**src/rtl/kpc_pkg.sv**
```systemverilog
`timescale 1ns / 1ps
// Shared types and constants for the key press classifier.
// Used by every module under rtl; depends on nothing.
package kpc_pkg;

  localparam int TimerWidthDefault = 16;
  localparam int LimitWidth        = 14;
  localparam int StepWidth         = 8;
  localparam int CfgIndexWidth     = 3;
  localparam int CfgDataWidth      = LimitWidth;

  // register indexes on the configuration port
  localparam logic [CfgIndexWidth-1:0] CFG_LONG_ENABLE   = 3'd0;
  localparam logic [CfgIndexWidth-1:0] CFG_DOUBLE_ENABLE = 3'd1;
  localparam logic [CfgIndexWidth-1:0] CFG_TICK_STEP     = 3'd2;
  localparam logic [CfgIndexWidth-1:0] CFG_LONG_LIMIT    = 3'd3;
  localparam logic [CfgIndexWidth-1:0] CFG_SHORT_LIMIT   = 3'd4;
  localparam logic [CfgIndexWidth-1:0] CFG_DOUBLE_WINDOW = 3'd5;

  // values after reset
  localparam logic                  RST_LONG_ENABLE   = 1'b1;
  localparam logic                  RST_DOUBLE_ENABLE = 1'b0;
  localparam logic [StepWidth-1:0]  RST_TICK_STEP     = 8'd20;
  localparam logic [LimitWidth-1:0] RST_LONG_LIMIT    = 14'd1000;
  localparam logic [LimitWidth-1:0] RST_SHORT_LIMIT   = 14'd200;
  localparam logic [LimitWidth-1:0] RST_DOUBLE_WINDOW = 14'd200;

  typedef enum logic [1:0] {
    EV_NONE   = 2'd0,
    EV_SHORT  = 2'd1,
    EV_LONG   = 2'd2,
    EV_DOUBLE = 2'd3
  } key_event_t;

  typedef struct packed {
    logic                  long_enable;
    logic                  double_enable;
    logic [StepWidth-1:0]  tick_step;
    logic [LimitWidth-1:0] long_limit;
    logic [LimitWidth-1:0] short_limit;
    logic [LimitWidth-1:0] double_window;
  } cfg_t;

endpackage

```
**src/rtl/kpc_cfg_regs.sv**
```systemverilog
`timescale 1ns / 1ps
// Configuration register bank for the key press classifier.
// Depends on kpc_pkg for register indexes, reset values and cfg_t.
module kpc_cfg_regs (
  input  logic                              clk,
  input  logic                              rst,
  input  logic                              cfg_write,
  input  logic [kpc_pkg::CfgIndexWidth-1:0] cfg_index,
  input  logic [kpc_pkg::CfgDataWidth-1:0]  cfg_data,
  output kpc_pkg::cfg_t                     cfg
);

  always_ff @(posedge clk) begin
    if (rst) begin
      cfg.long_enable   <= kpc_pkg::RST_LONG_ENABLE;
      cfg.double_enable <= kpc_pkg::RST_DOUBLE_ENABLE;
      cfg.tick_step     <= kpc_pkg::RST_TICK_STEP;
      cfg.long_limit    <= kpc_pkg::RST_LONG_LIMIT;
      cfg.short_limit   <= kpc_pkg::RST_SHORT_LIMIT;
      cfg.double_window <= kpc_pkg::RST_DOUBLE_WINDOW;
    end else if (cfg_write) begin
      case (cfg_index)
        kpc_pkg::CFG_LONG_ENABLE:   cfg.long_enable   <= cfg_data[0];
        kpc_pkg::CFG_DOUBLE_ENABLE: cfg.double_enable <= cfg_data[0];
        kpc_pkg::CFG_TICK_STEP:     cfg.tick_step     <= cfg_data[kpc_pkg::StepWidth-1:0];
        kpc_pkg::CFG_LONG_LIMIT:    cfg.long_limit    <= cfg_data;
        kpc_pkg::CFG_SHORT_LIMIT:   cfg.short_limit   <= cfg_data;
        kpc_pkg::CFG_DOUBLE_WINDOW: cfg.double_window <= cfg_data;
        default: ;
      endcase
    end
  end

endmodule

```
**src/rtl/kpc_core.sv**
```systemverilog
`timescale 1ns / 1ps
// Key state, press and gap timers, and the per-tick event decision.
// Depends on kpc_pkg for cfg_t and the event codes.
module kpc_core #(
  parameter int TIMER_WIDTH = kpc_pkg::TimerWidthDefault
) (
  input  logic                clk,
  input  logic                rst,
  input  kpc_pkg::cfg_t       cfg,
  input  logic                step,
  input  logic                pin_level,
  output kpc_pkg::key_event_t event_code
);

  // wide enough for timer + step and for short_limit + 1 without wrapping
  localparam int W = ((TIMER_WIDTH > kpc_pkg::LimitWidth) ? TIMER_WIDTH
                                                          : kpc_pkg::LimitWidth) + 1;
  localparam logic [W-1:0] TMAX = W'((64'd1 << TIMER_WIDTH) - 64'd1);

  logic                   level_now;
  logic [TIMER_WIDTH-1:0] press_time;
  logic [TIMER_WIDTH-1:0] gap_time;
  logic                   first_seen;

  logic                   level_now_next;
  logic [TIMER_WIDTH-1:0] press_time_next;
  logic [TIMER_WIDTH-1:0] gap_time_next;
  logic                   first_seen_next;

  function automatic logic [W-1:0] sat(input logic [W-1:0] v);
    sat = (v > TMAX) ? TMAX : v;
  endfunction

  always_comb begin
    logic         lb;
    logic         ln;
    logic [W-1:0] p;
    logic [W-1:0] g;
    logic [W-1:0] step_w;
    logic [W-1:0] ll;
    logic [W-1:0] sl;
    logic [W-1:0] dw;
    logic         fs;
    kpc_pkg::key_event_t ev;

    lb     = level_now;
    ln     = ~pin_level;
    p      = W'(press_time);
    g      = W'(gap_time);
    fs     = first_seen;
    step_w = W'(cfg.tick_step);
    ll     = W'(cfg.long_limit);
    sl     = W'(cfg.short_limit);
    dw     = W'(cfg.double_window);
    ev     = kpc_pkg::EV_NONE;

    // press start
    if (!lb && ln && cfg.long_enable) begin
      p = '0;
    end
    // hold
    if (lb && ln && cfg.long_enable && (p <= ll)) begin
      p = sat(p + step_w);
    end
    // long press, reload so it repeats and the release is not short
    if (lb && cfg.long_enable && (p > ll)) begin
      ev = kpc_pkg::EV_LONG;
      p  = sat(sl + W'(1));
    end
    // release
    if (lb && !ln && (p <= sl)) begin
      if (!cfg.double_enable) begin
        ev = kpc_pkg::EV_SHORT;
      end else if (!fs) begin
        fs = 1'b1;
        g  = '0;
      end else if (g <= dw) begin
        ev = kpc_pkg::EV_DOUBLE;
        fs = 1'b0;
      end
    end
    // gap window runs, expiry reports the first press as short
    if (fs) begin
      g = sat(g + step_w);
      if (g > dw) begin
        ev = kpc_pkg::EV_SHORT;
        fs = 1'b0;
      end
    end

    level_now_next  = ln;
    press_time_next = p[TIMER_WIDTH-1:0];
    gap_time_next   = g[TIMER_WIDTH-1:0];
    first_seen_next = fs;
    event_code      = ev;
  end

  always_ff @(posedge clk) begin
    if (rst) begin
      level_now  <= 1'b0;
      press_time <= '0;
      gap_time   <= '0;
      first_seen <= 1'b0;
    end else if (step) begin
      level_now  <= level_now_next;
      press_time <= press_time_next;
      gap_time   <= gap_time_next;
      first_seen <= first_seen_next;
    end
  end

endmodule

```
**src/rtl/kpc_out_buf.sv**
```systemverilog
`timescale 1ns / 1ps
// Two-word result buffer between the classifier and the output channel.
// Depends on kpc_pkg for the event code type.
module kpc_out_buf (
  input  logic                clk,
  input  logic                rst,
  input  logic                push,
  input  kpc_pkg::key_event_t push_data,
  output logic                full,
  output logic                out_valid,
  input  logic                out_stall,
  output logic [1:0]          key_event
);

  kpc_pkg::key_event_t head;
  kpc_pkg::key_event_t tail;
  logic [1:0]          count;
  logic                pop;

  assign pop       = out_valid && !out_stall;
  assign full      = (count == 2'd2);
  assign out_valid = (count != 2'd0);
  assign key_event = head;

  always_ff @(posedge clk) begin
    if (rst) begin
      count <= 2'd0;
    end else begin
      case ({push, pop})
        2'b11: count <= count;
        2'b10: count <= count + 2'd1;
        2'b01: count <= count - 2'd1;
        default: count <= count;
      endcase
    end
  end

  // payload: advance the tail into the head on a pop, land new words behind
  always_ff @(posedge clk) begin
    case ({push, pop})
      2'b11: begin
        if (count == 2'd1) begin
          head <= push_data;
        end else begin
          head <= tail;
          tail <= push_data;
        end
      end
      2'b10: begin
        if (count == 2'd0) begin
          head <= push_data;
        end else begin
          tail <= push_data;
        end
      end
      2'b01: head <= tail;
      default: ;
    endcase
  end

endmodule

```
**src/rtl/key_press_classifier.sv**
```systemverilog
`timescale 1ns / 1ps
// Top level of the key press classifier: config bank, classifier, result buffer.
// Depends on kpc_pkg, kpc_cfg_regs, kpc_core and kpc_out_buf.
//
//  channel | valid     | stall     | payload
//  --------+-----------+-----------+-----------------------------------
//  in      | in_valid  | in_stall  | pin_level
//  out     | out_valid | out_stall | key_event
//  cfg     | cfg_write | -         | cfg_index, cfg_data
//
// One sampled level is taken per cycle while in_stall is low; its event word is registered in the result buffer.
// The timer update and event choice are combinational compares and adds.
// Reset (rst, synchronous) restores register defaults and clears key state.
// A two-word buffer lets the input keep flowing during an output stall while a word is free;
// in_stall rises only when both buffer words are held.
module key_press_classifier #(
  parameter int TIMER_WIDTH = kpc_pkg::TimerWidthDefault
) (
  input  logic                              clk,
  input  logic                              rst,
  input  logic                              in_valid,
  output logic                              in_stall,
  input  logic                              pin_level,
  output logic                              out_valid,
  input  logic                              out_stall,
  output logic [1:0]                        key_event,
  input  logic                              cfg_write,
  input  logic [kpc_pkg::CfgIndexWidth-1:0] cfg_index,
  input  logic [kpc_pkg::CfgDataWidth-1:0]  cfg_data
);

  kpc_pkg::cfg_t       cfg;
  kpc_pkg::key_event_t event_code;
  logic                step;
  logic                full;

  assign in_stall = full;
  assign step     = in_valid && !full;

  kpc_cfg_regs u_cfg (
    .clk       (clk),
    .rst       (rst),
    .cfg_write (cfg_write),
    .cfg_index (cfg_index),
    .cfg_data  (cfg_data),
    .cfg       (cfg)
  );

  kpc_core #(
    .TIMER_WIDTH (TIMER_WIDTH)
  ) u_core (
    .clk        (clk),
    .rst        (rst),
    .cfg        (cfg),
    .step       (step),
    .pin_level  (pin_level),
    .event_code (event_code)
  );

  kpc_out_buf u_out (
    .clk       (clk),
    .rst       (rst),
    .push      (step),
    .push_data (event_code),
    .full      (full),
    .out_valid (out_valid),
    .out_stall (out_stall),
    .key_event (key_event)
  );

endmodule
```
**config.mk**
```make
export PLATFORM = sky130hd
export DESIGN_NAME = key_press_classifier
export DESIGN_NICKNAME = d
export VERILOG_FILES = /design/src/rtl/kpc_pkg.sv /design/src/rtl/kpc_cfg_regs.sv /design/src/rtl/kpc_core.sv /design/src/rtl/kpc_out_buf.sv /design/src/rtl/key_press_classifier.sv
export SDC_FILE = /design/constraint.sdc
export NUM_CORES = 1
export LEC_CHECK = 0
export BUFFER_PORTS_ARGS = -buffer_cell sky130_fd_sc_hd__buf_2
export CORE_MARGIN = 10
export CORE_UTILIZATION = 35
export CTS_CLUSTER_SIZE = 20
export DETAILED_ROUTE_END_ITERATION = 12
export PLACE_DENSITY = 0.59
export SLEW_MARGIN = 20
export SYNTH_ARGS = -nofsm -noshare
export SYNTH_HDL_FRONTEND = slang
export SYNTH_SLANG_ARGS = --single-unit
```
**constraint.sdc**
```tcl
create_clock -name clk -period 23.7 [get_ports clk]
set_input_delay 3.555 -clock clk [delete_from_list [all_inputs] [get_ports clk]]
set_output_delay 3.555 -clock clk [all_outputs]
set_load 0.05 [all_outputs]
```
==> impl_metrics.csv, run 1 <==
group,metric,value,unit
clock_network,cts_tree,"done",
yosys,synth-compound-area-share,23.6,%
yosys,synth_top_area_share,23.4,%
sta,final.setup.tns,0,ns
critical_path,worstSetupEndpointType,"flop",
critical_path,slowest_delay,0.66,ns
critical_path,critPathMaxFanout,29,
clock_network,clock_sinks,92,
critical_path,ff2ff_path_depth,46,
routing,vias,6886,
critical_path,rrSetupSlack,10.94,ns
clock_network,cts_resized,0,
placement,port_buffers,26,
floorplanning,core,21100,um2
power,ir_drop,0.0525,mV
yosys,synth_top_family_by_area,"compound AO/OA/AOI/OAI gates",
power,p_leak,3.28,nW
hold_path,hold_path_depth,2,
power,pwr-share-comb,24.9,%
global_routing,grt_pass1_wl,35600,um
yosys,seq_area_frac_synth,25.0,%
sta,clock.fmax,64.2,MHz
critical_path,cpMaxStageDelayCell,"or3_1",
clock_network,cts_setup_buffers,0,
yosys,synth_seq_cells,92,
clock_network,clk_latency,0.36,ns
critical_path,critPathKind,"input port to flop",
placement,dpl.hpwl,17200,um
critical_path,timing.rr.start,"u_cfg.cfg[51]",
yosys,yosys.area.top_type,"dfxtp_1",
power,p_int,0.287,mW
yosys,async_reset_ff_share,0,%
sta,drv_slew,0,
yosys,synthXorXnorAreaFrac,4.54,%
floorplanning,initial_utilization,35.7,%
finish,area_growth,7.95,%
routing,wl,22200,um
clock_network,h-tree-depth,3,
placement,routabilityCongestion,0.887,
hold_path,holdPathEnd,"u_cfg.cfg[41]",
critical_path,arrival,15.77,ns
global_routing,grt.total_usage,15.6,%
outcome,status,"finished, final reports clean",
yosys,synth_flop_cell,"dfxtp_1",
power,switching_power,0.152,mW
power,seqPwrFrac,39.6,%
floorplanning,ios,27,
global_routing,grt_max_degree,51,
yosys,synth_area_leaders,"dfxtp_1, ha_1, nand2_1",
yosys,syn_inst,975,
floorplanning,die_w,167,um
finish,drive_gt1_share,8.44,%
critical_path,cp.required,23.90,ns
yosys,ys_warn_count,0,
yosys,yosys.area_share.adder,14.5,%
hold_path,min_from,"u_cfg.cfg[41]",
yosys,synth_edf_count,4,
routing,wl_per_cell,17.8,um
yosys,synth_nets,1083,
yosys,synth.avg_cell_area,7.72,um2
routing,ant_nets,0,
hold_path,hold_path_class,"flop to flop",
floorplanning,die-area,27800,um2
finish,fill_cells,2183,
critical_path,crit_top_cell,"ha_1",
clock_network,cts_buffers,9,
routing,drcViolationCount,0,
routing,drtIter0Drc,525,
sta,max-slew-margin-rel,38.8,%
critical_path,r2r-end,"u_out.key_event[1]",
yosys,synth.area.mux_share,4.69,%
sta,setup_viol,0,
global_routing,antenna_found_initial,0,
clock_network,cts.clk_slew.worst_paths,0.07,ns
placement,placedInstanceArea,7820,um2
yosys,ys_types,75,
sta,fin_crit_sh,65.7,%
finish,num_antenna_cells,0,
critical_path,cp-startpoint,"pin_level",
sta,tightestPinTransition,0.918,ns
yosys,syn_area,7530,um2
sta,grt_setup_unrepaired,"no",
power,power.density,54.1,nW/um2
routing,drt-pass1-iter-count,5,
yosys,synth_simple_gate_area_share,21.0,%
critical_path,startpoint_type,"input port",
clock_network,root_buffer,"clkbuf_16",
sta,hold_violations,0,
finish,layout.nets,1075,
job,timing.max_cap.violations,0,
floorplanning,chipHeight,167,um
power,power_frac_clock,35.5,%
clock_network,clockBufferDepth,2,
sta,fin_crit,15.56,ns
global_routing,grt_overflow,0,
power,p_sw_share,34.7,%
floorplanning,num_rows,53,
clock_network,ctsHoldBuffers,0,
routing,viasPerCell,5.52,
finish,final_area,8120,um2
global_routing,grt_pass1_vias,6479,
sta,finClkSkew,0.00926,ns
-- sequential cells by signal (all words and copies together), names as in the netlist --
register	cells
u_out.key_event	2
u_out.count	2
u_core.first_seen	1
u_cfg.cfg	52
u_core.gap_time	16
u_core.level_now	1
u_out.tail	2
u_core.press_time	16
-- per-layer routing --
| layer | track usage (%) | share of wire [%] | wire length (um) | vias to the layer above |
|---|---|---|---|---|
| met5 | 0 | 0 | 0 | - |
| met4 | 5.19 | 1.9 | 433 | 0 |
| met3 | 2.47 | 4.5 | 1010 | 25 |
| met2 | 24.4 | 44 | 9790 | 188 |
| met1 | 21.3 | 49 | 11000 | 3204 |
| li1 | - | - | - | 3469 |
-- cell type report --
cell class	instances	area [um2]	area share (%)
Multi-Input combinational cell	758	5140	63.3
Timing Repair Buffer	30	160	1.97
Sequential cell	92	1880	23.2
Clock buffer	10	239	2.94
Clock inverter	6	70.1	0.862
Inverter	76	285	3.51
Tap cell	275	344	4.24
-- stage by stage --
step	worst slack (ns)	std cells	util, %	hold slack, ns	power [mW]
floorplan	9.42	975	-	0.432	0.257
global placement	8.02	1231	37.1	0.444	0.285
detailed placement	7.98	1231	37.1	0.451	0.286
CTS	8.33	1247	38.5	0.460	0.441
global route	7.07	1247	38.5	0.484	0.460
finish	8.14	1247	38.5	0.455	0.440
-- worst max-delay path, delay by kind of cell --
kind                     cells  cell delay, ns
adder cells (fa/ha/maj)      6            1.70
multiplexers                 2            0.63
AO/OA/AOI/OAI               23            5.40
buffers and inverters        3            0.54
AND/OR/NAND/NOR             13            3.88
-- cells in the mapped netlist (8+ instances only) --
library cell,count
inv_1,76
xnor2_1,26
nor2b_1,12
o31ai_1,8
o211ai_1,26
ha_1,84
nor3_1,14
and2_1,20
clkbuf_1,38
nor2_1,69
a21o_1,12
o21ai_0,36
nand2_1,143
nand4_1,13
nand3_1,25
xor2_1,13
and3_1,10
a211oi_1,11
a21oi_1,86
dfxtp_1,88
mux2i_1,18
-- power by group through the flow --
| stage | Sequential (mW) | Combinational (mW) | Clock [mW] |
|---|---|---|---|
| finish | 0.174 | 0.109 | 0.156 |
| global route | 0.175 | 0.121 | 0.165 |
| CTS | 0.174 | 0.109 | 0.158 |
| detailed placement | 0.177 | 0.109 | 0 |
| global placement | 0.177 | 0.108 | 0 |
| floorplan | 0.179 | 0.0778 | 0 |
-- how the worst max path moves through the flow --
stage / cells past startpoint / slack [ns] / to
after floorplan: 49 / 9.42 / u_out.key_event[0]
after global placement: 47 / 8.02 / u_out.key_event[0]
after detailed placement: 47 / 7.98 / u_out.key_event[1]
after CTS: 47 / 8.33 / u_out.key_event[1]
after global routing: 45 / 7.07 / u_out.key_event[1]
final: 47 / 8.14 / u_out.key_event[1]
-- cell families (layout without fill, tap and decap cells) --
group / count (synthesis) / in the layout
XOR/XNOR: 39 / 39
flip-flops: 92 / 92
multiplexers: 31 / 31
AND/OR/NAND/NOR: 339 / 339
adder cells (fa/ha/maj): 87 / 87
buffers and inverters: 125 / 122
AO/OA/AOI/OAI: 262 / 262
-- placed cells by master (no fill, tap or decap), drive strengths merged, types with 11 or more instances in the layout --
cell    instances
buf            30
inv            79
a21o           13
nor2b          12
mux2           13
nand2         143
nand4          13
nor2           69
nor3           15
a211oi         11
a21oi          88
xnor2          26
mux2i          18
o21ai          44
and2           20
o211ai         26
nand3          25
ha             84
xor2           13
dfxtp          88
Power figures use the tool's default switching activity.
==> run 2: changes to the inputs <==
Settings changed: ABC_AREA set to 1.
Clock period 23.7 ns to 14.54 ns, I/O delays scaled along.
==> impl_metrics.csv, run 2 <==
group,metric,value,unit
global_routing,grt_overflow,0,
routing,ant_nets,0,
routing,drcViolationCount,0,
global_routing,antenna_found_initial,0,
sta,fin_crit_sh,89.0,%
clock_network,h-tree-depth,3,
sta,grt_setup_unrepaired,"no",
finish,area_growth,8.95,%
critical_path,critPathMaxFanout,25,
critical_path,startpoint_type,"input port",
power,power.density,122,nW/um2
critical_path,cpMaxStageDelayCell,"nand2_1",
critical_path,r2r-end,"u_out.key_event[0]",
sta,fin_crit,12.95,ns
outcome,status,"finished, final reports clean",
placement,routabilityCongestion,0.931,
yosys,synth.area.mux_share,0,%
finish,final_cell_mix,"nand2_1, inv_1, a21oi_1",
finish,largest_reg_flops,52,
critical_path,rrSetupSlack,3.18,ns
placement,dpl.hpwl,16300,um
power,p_leak,3.91,nW
routing,vias,6740,
clock_network,root_buffer,"clkbuf_16",
routing,drtIter0Drc,408,
clock_network,clockBufferDepth,2,
critical_path,slowest_delay,0.38,ns
clock_network,cts_resized,0,
sta,drv_slew,0,
hold_path,min_from,"u_core.gap_time[1]",
floorplanning,die_w,163,um
yosys,synth.avg_cell_area,6.74,um2
yosys,yosys.area_share.adder,15.0,%
job,timing.max_cap.violations,0,
sta,finClkSkew,0.00718,ns
floorplanning,core,20200,um2
critical_path,critPathKind,"input port to flop",
yosys,ys_warn_count,0,
yosys,syn_inst,1060,
floorplanning,initial_utilization,35.4,%
finish,multi_input_area,4500,um2
finish,regArea,1880,um2
yosys,synthXorXnorAreaFrac,2.82,%
yosys,synth_top_family_by_area,"simple AND/OR/NAND/NOR gates",
clock_network,cts_tree,"done",
sta,clock.fmax,77.2,MHz
clock_network,cts_buffers,9,
floorplanning,ios,27,
yosys,synth_edf_count,4,
routing,wl,20800,um
yosys,synth-compound-area-share,19.7,%
floorplanning,num_rows,52,
routing,wl_per_cell,15.5,um
yosys,seq_area_frac_synth,26.3,%
hold_path,holdPathEnd,"u_core.gap_time[1]",
yosys,yosys.area.top_type,"dfxtp_1",
yosys,synth_seq_cells,92,
yosys,synth_common_cells,"nand2_1, inv_1, a21oi_1",
clock_network,ctsHoldBuffers,0,
yosys,synth_area_leaders,"dfxtp_1, ha_1, nand2_1",
sta,hold_violations,0,
finish,top_regs,"u_cfg.cfg x52, u_core.gap_time x16, u_core.press_time x16",
finish,final_common_cell,"nand2_1",
placement,dpl_worst_slack,1.27,ns
sta,final.setup.tns,0,ns
sta,setup_viol,0,
clock_network,clk_latency,0.36,ns
critical_path,timing.rr.start,"u_core.level_now",
clock_network,cts_setup_buffers,0,
placement,port_buffers,26,
finish,num_antenna_cells,0,
yosys,synth_flop_cell,"dfxtp_1",
hold_path,hold_path_depth,2,
critical_path,arrival,13.07,ns
finish,largest-register,"u_cfg.cfg",
sta,worst_slack,1.59,ns
sta,tightestPinTransition,0.907,ns
yosys,synth_top_area_share,24.7,%
power,ir_drop,0.0555,mV
critical_path,cp.required,14.66,ns
global_routing,grt_pass1_vias,6434,
yosys,syn_area,7140,um2
routing,drt-pass1-iter-count,5,
floorplanning,die-area,26500,um2
clock_network,cts.clk_slew.worst_paths,0.07,ns
global_routing,grt.total_usage,15.8,%
critical_path,ff2ff_path_depth,76,
floorplanning,chipHeight,163,um
hold_path,hold_path_class,"flop to flop",
critical_path,crit_top_cell,"nand2_1",
yosys,synth_nets,1168,
yosys,synth_simple_gate_area_share,25.4,%
yosys,ys_types,48,
finish,layout.nets,1177,
finish,final_util,38.6,%
routing,viasPerCell,5.01,
yosys,synth_most_common_cell,"nand2_1",
sta,max-slew-margin-rel,39.5,%
finish,drive_gt1_share,8.47,%
critical_path,worst-path-buf-inv,10,
global_routing,grt_max_degree,51,
critical_path,worstSetupEndpointType,"flop",
critical_path,cpLargestDelayFamily,"simple AND/OR/NAND/NOR gates",
clock_network,clock_sinks,92,
yosys,async_reset_ff_share,0,%
finish,fill_cells,2206,
global_routing,grt_pass1_wl,33600,um
[run 2: cell count changes in the layout (fill, tap and decap cells not counted), moves of 22 or more]
cell and delta:
inv_1 +83, xnor2_1 -22, nand2_1 +55, a21oi_1 +24
o21ai_0 +73, nor2_1 +25
[run 2: tightest hold or removal path: stages (launching register included)]
cell and delay (ns):
dfxtp_1 0.33, nand2_1 0.07, a21oi_1 0.06
[run 2: layout make-up]
class / instances / share of cell area [%]
tap: 270 / 4.34
timing repair buffer: 30 / 2.06
clock buffer: 10 / 3.07
sequential: 92 / 24.2
clock inverter: 6 / 0.515
inverter: 165 / 7.99
multi-input combinational: 771 / 57.8
[run 2: cell families (layout without fill, tap and decap cells)]
family | after synthesis | in the layout
AND/OR/NAND/NOR | 402 | 402
adder cells (fa/ha/maj) | 85 | 85
AO/OA/AOI/OAI | 261 | 261
buffers and inverters | 197 | 211
flip-flops | 92 | 92
XOR/XNOR | 23 | 23
[run 2: how the worst max path moves through the flow]
| stage | from | endpoint | slack (ns) | cells past startpoint |
|---|---|---|---|---|
| finish | pin_level | u_out.key_event[0] | 1.59 | 77 |
| global route | pin_level | u_out.key_event[0] | 0.26 | 78 |
| CTS | pin_level | u_out.key_event[0] | 1.61 | 77 |
| detailed placement | pin_level | u_out.key_event[0] | 1.27 | 79 |
| global placement | pin_level | u_out.key_event[0] | 1.54 | 79 |
| floorplan | pin_level | u_out.key_event[0] | 3.09 | 85 |
[run 2: per-stage QoR]
step / instances / power, mW / hold WS [ns] / area, um2
floorplan: 1060 / 0.622 / 0.458 / 7140
global placement: 1328 / 0.718 / 0.482 / 7490
detailed placement: 1328 / 0.720 / 0.487 / 7490
CTS: 1344 / 0.949 / 0.497 / 7770
global route: 1344 / 1.02 / 0.524 / 7780
finish: 1344 / 0.946 / 0.497 / 7780
[run 2: power by group]
| part | internal [mW] | leakage, nW | switching [mW] |
|---|---|---|---|
| Combinational | 0.136 | 3.02 | 0.268 |
| Sequential | 0.288 | 0.758 | 0.0269 |
| Clock | 0.120 | 0.127 | 0.107 |
[run 2: layer usage]
metal  part of all wire (%)  wire length [um]  vias to the layer above  global-route usage, %
met5                      0                 0                        -                      0
met4                    1.3               270                        0                   4.39
met3                    3.9               816                       19                   2.65
met2                     47              9770                      127                   26.4
met1                     48              9970                     3093                   20.5
li1                       -                 -                     3501                      -
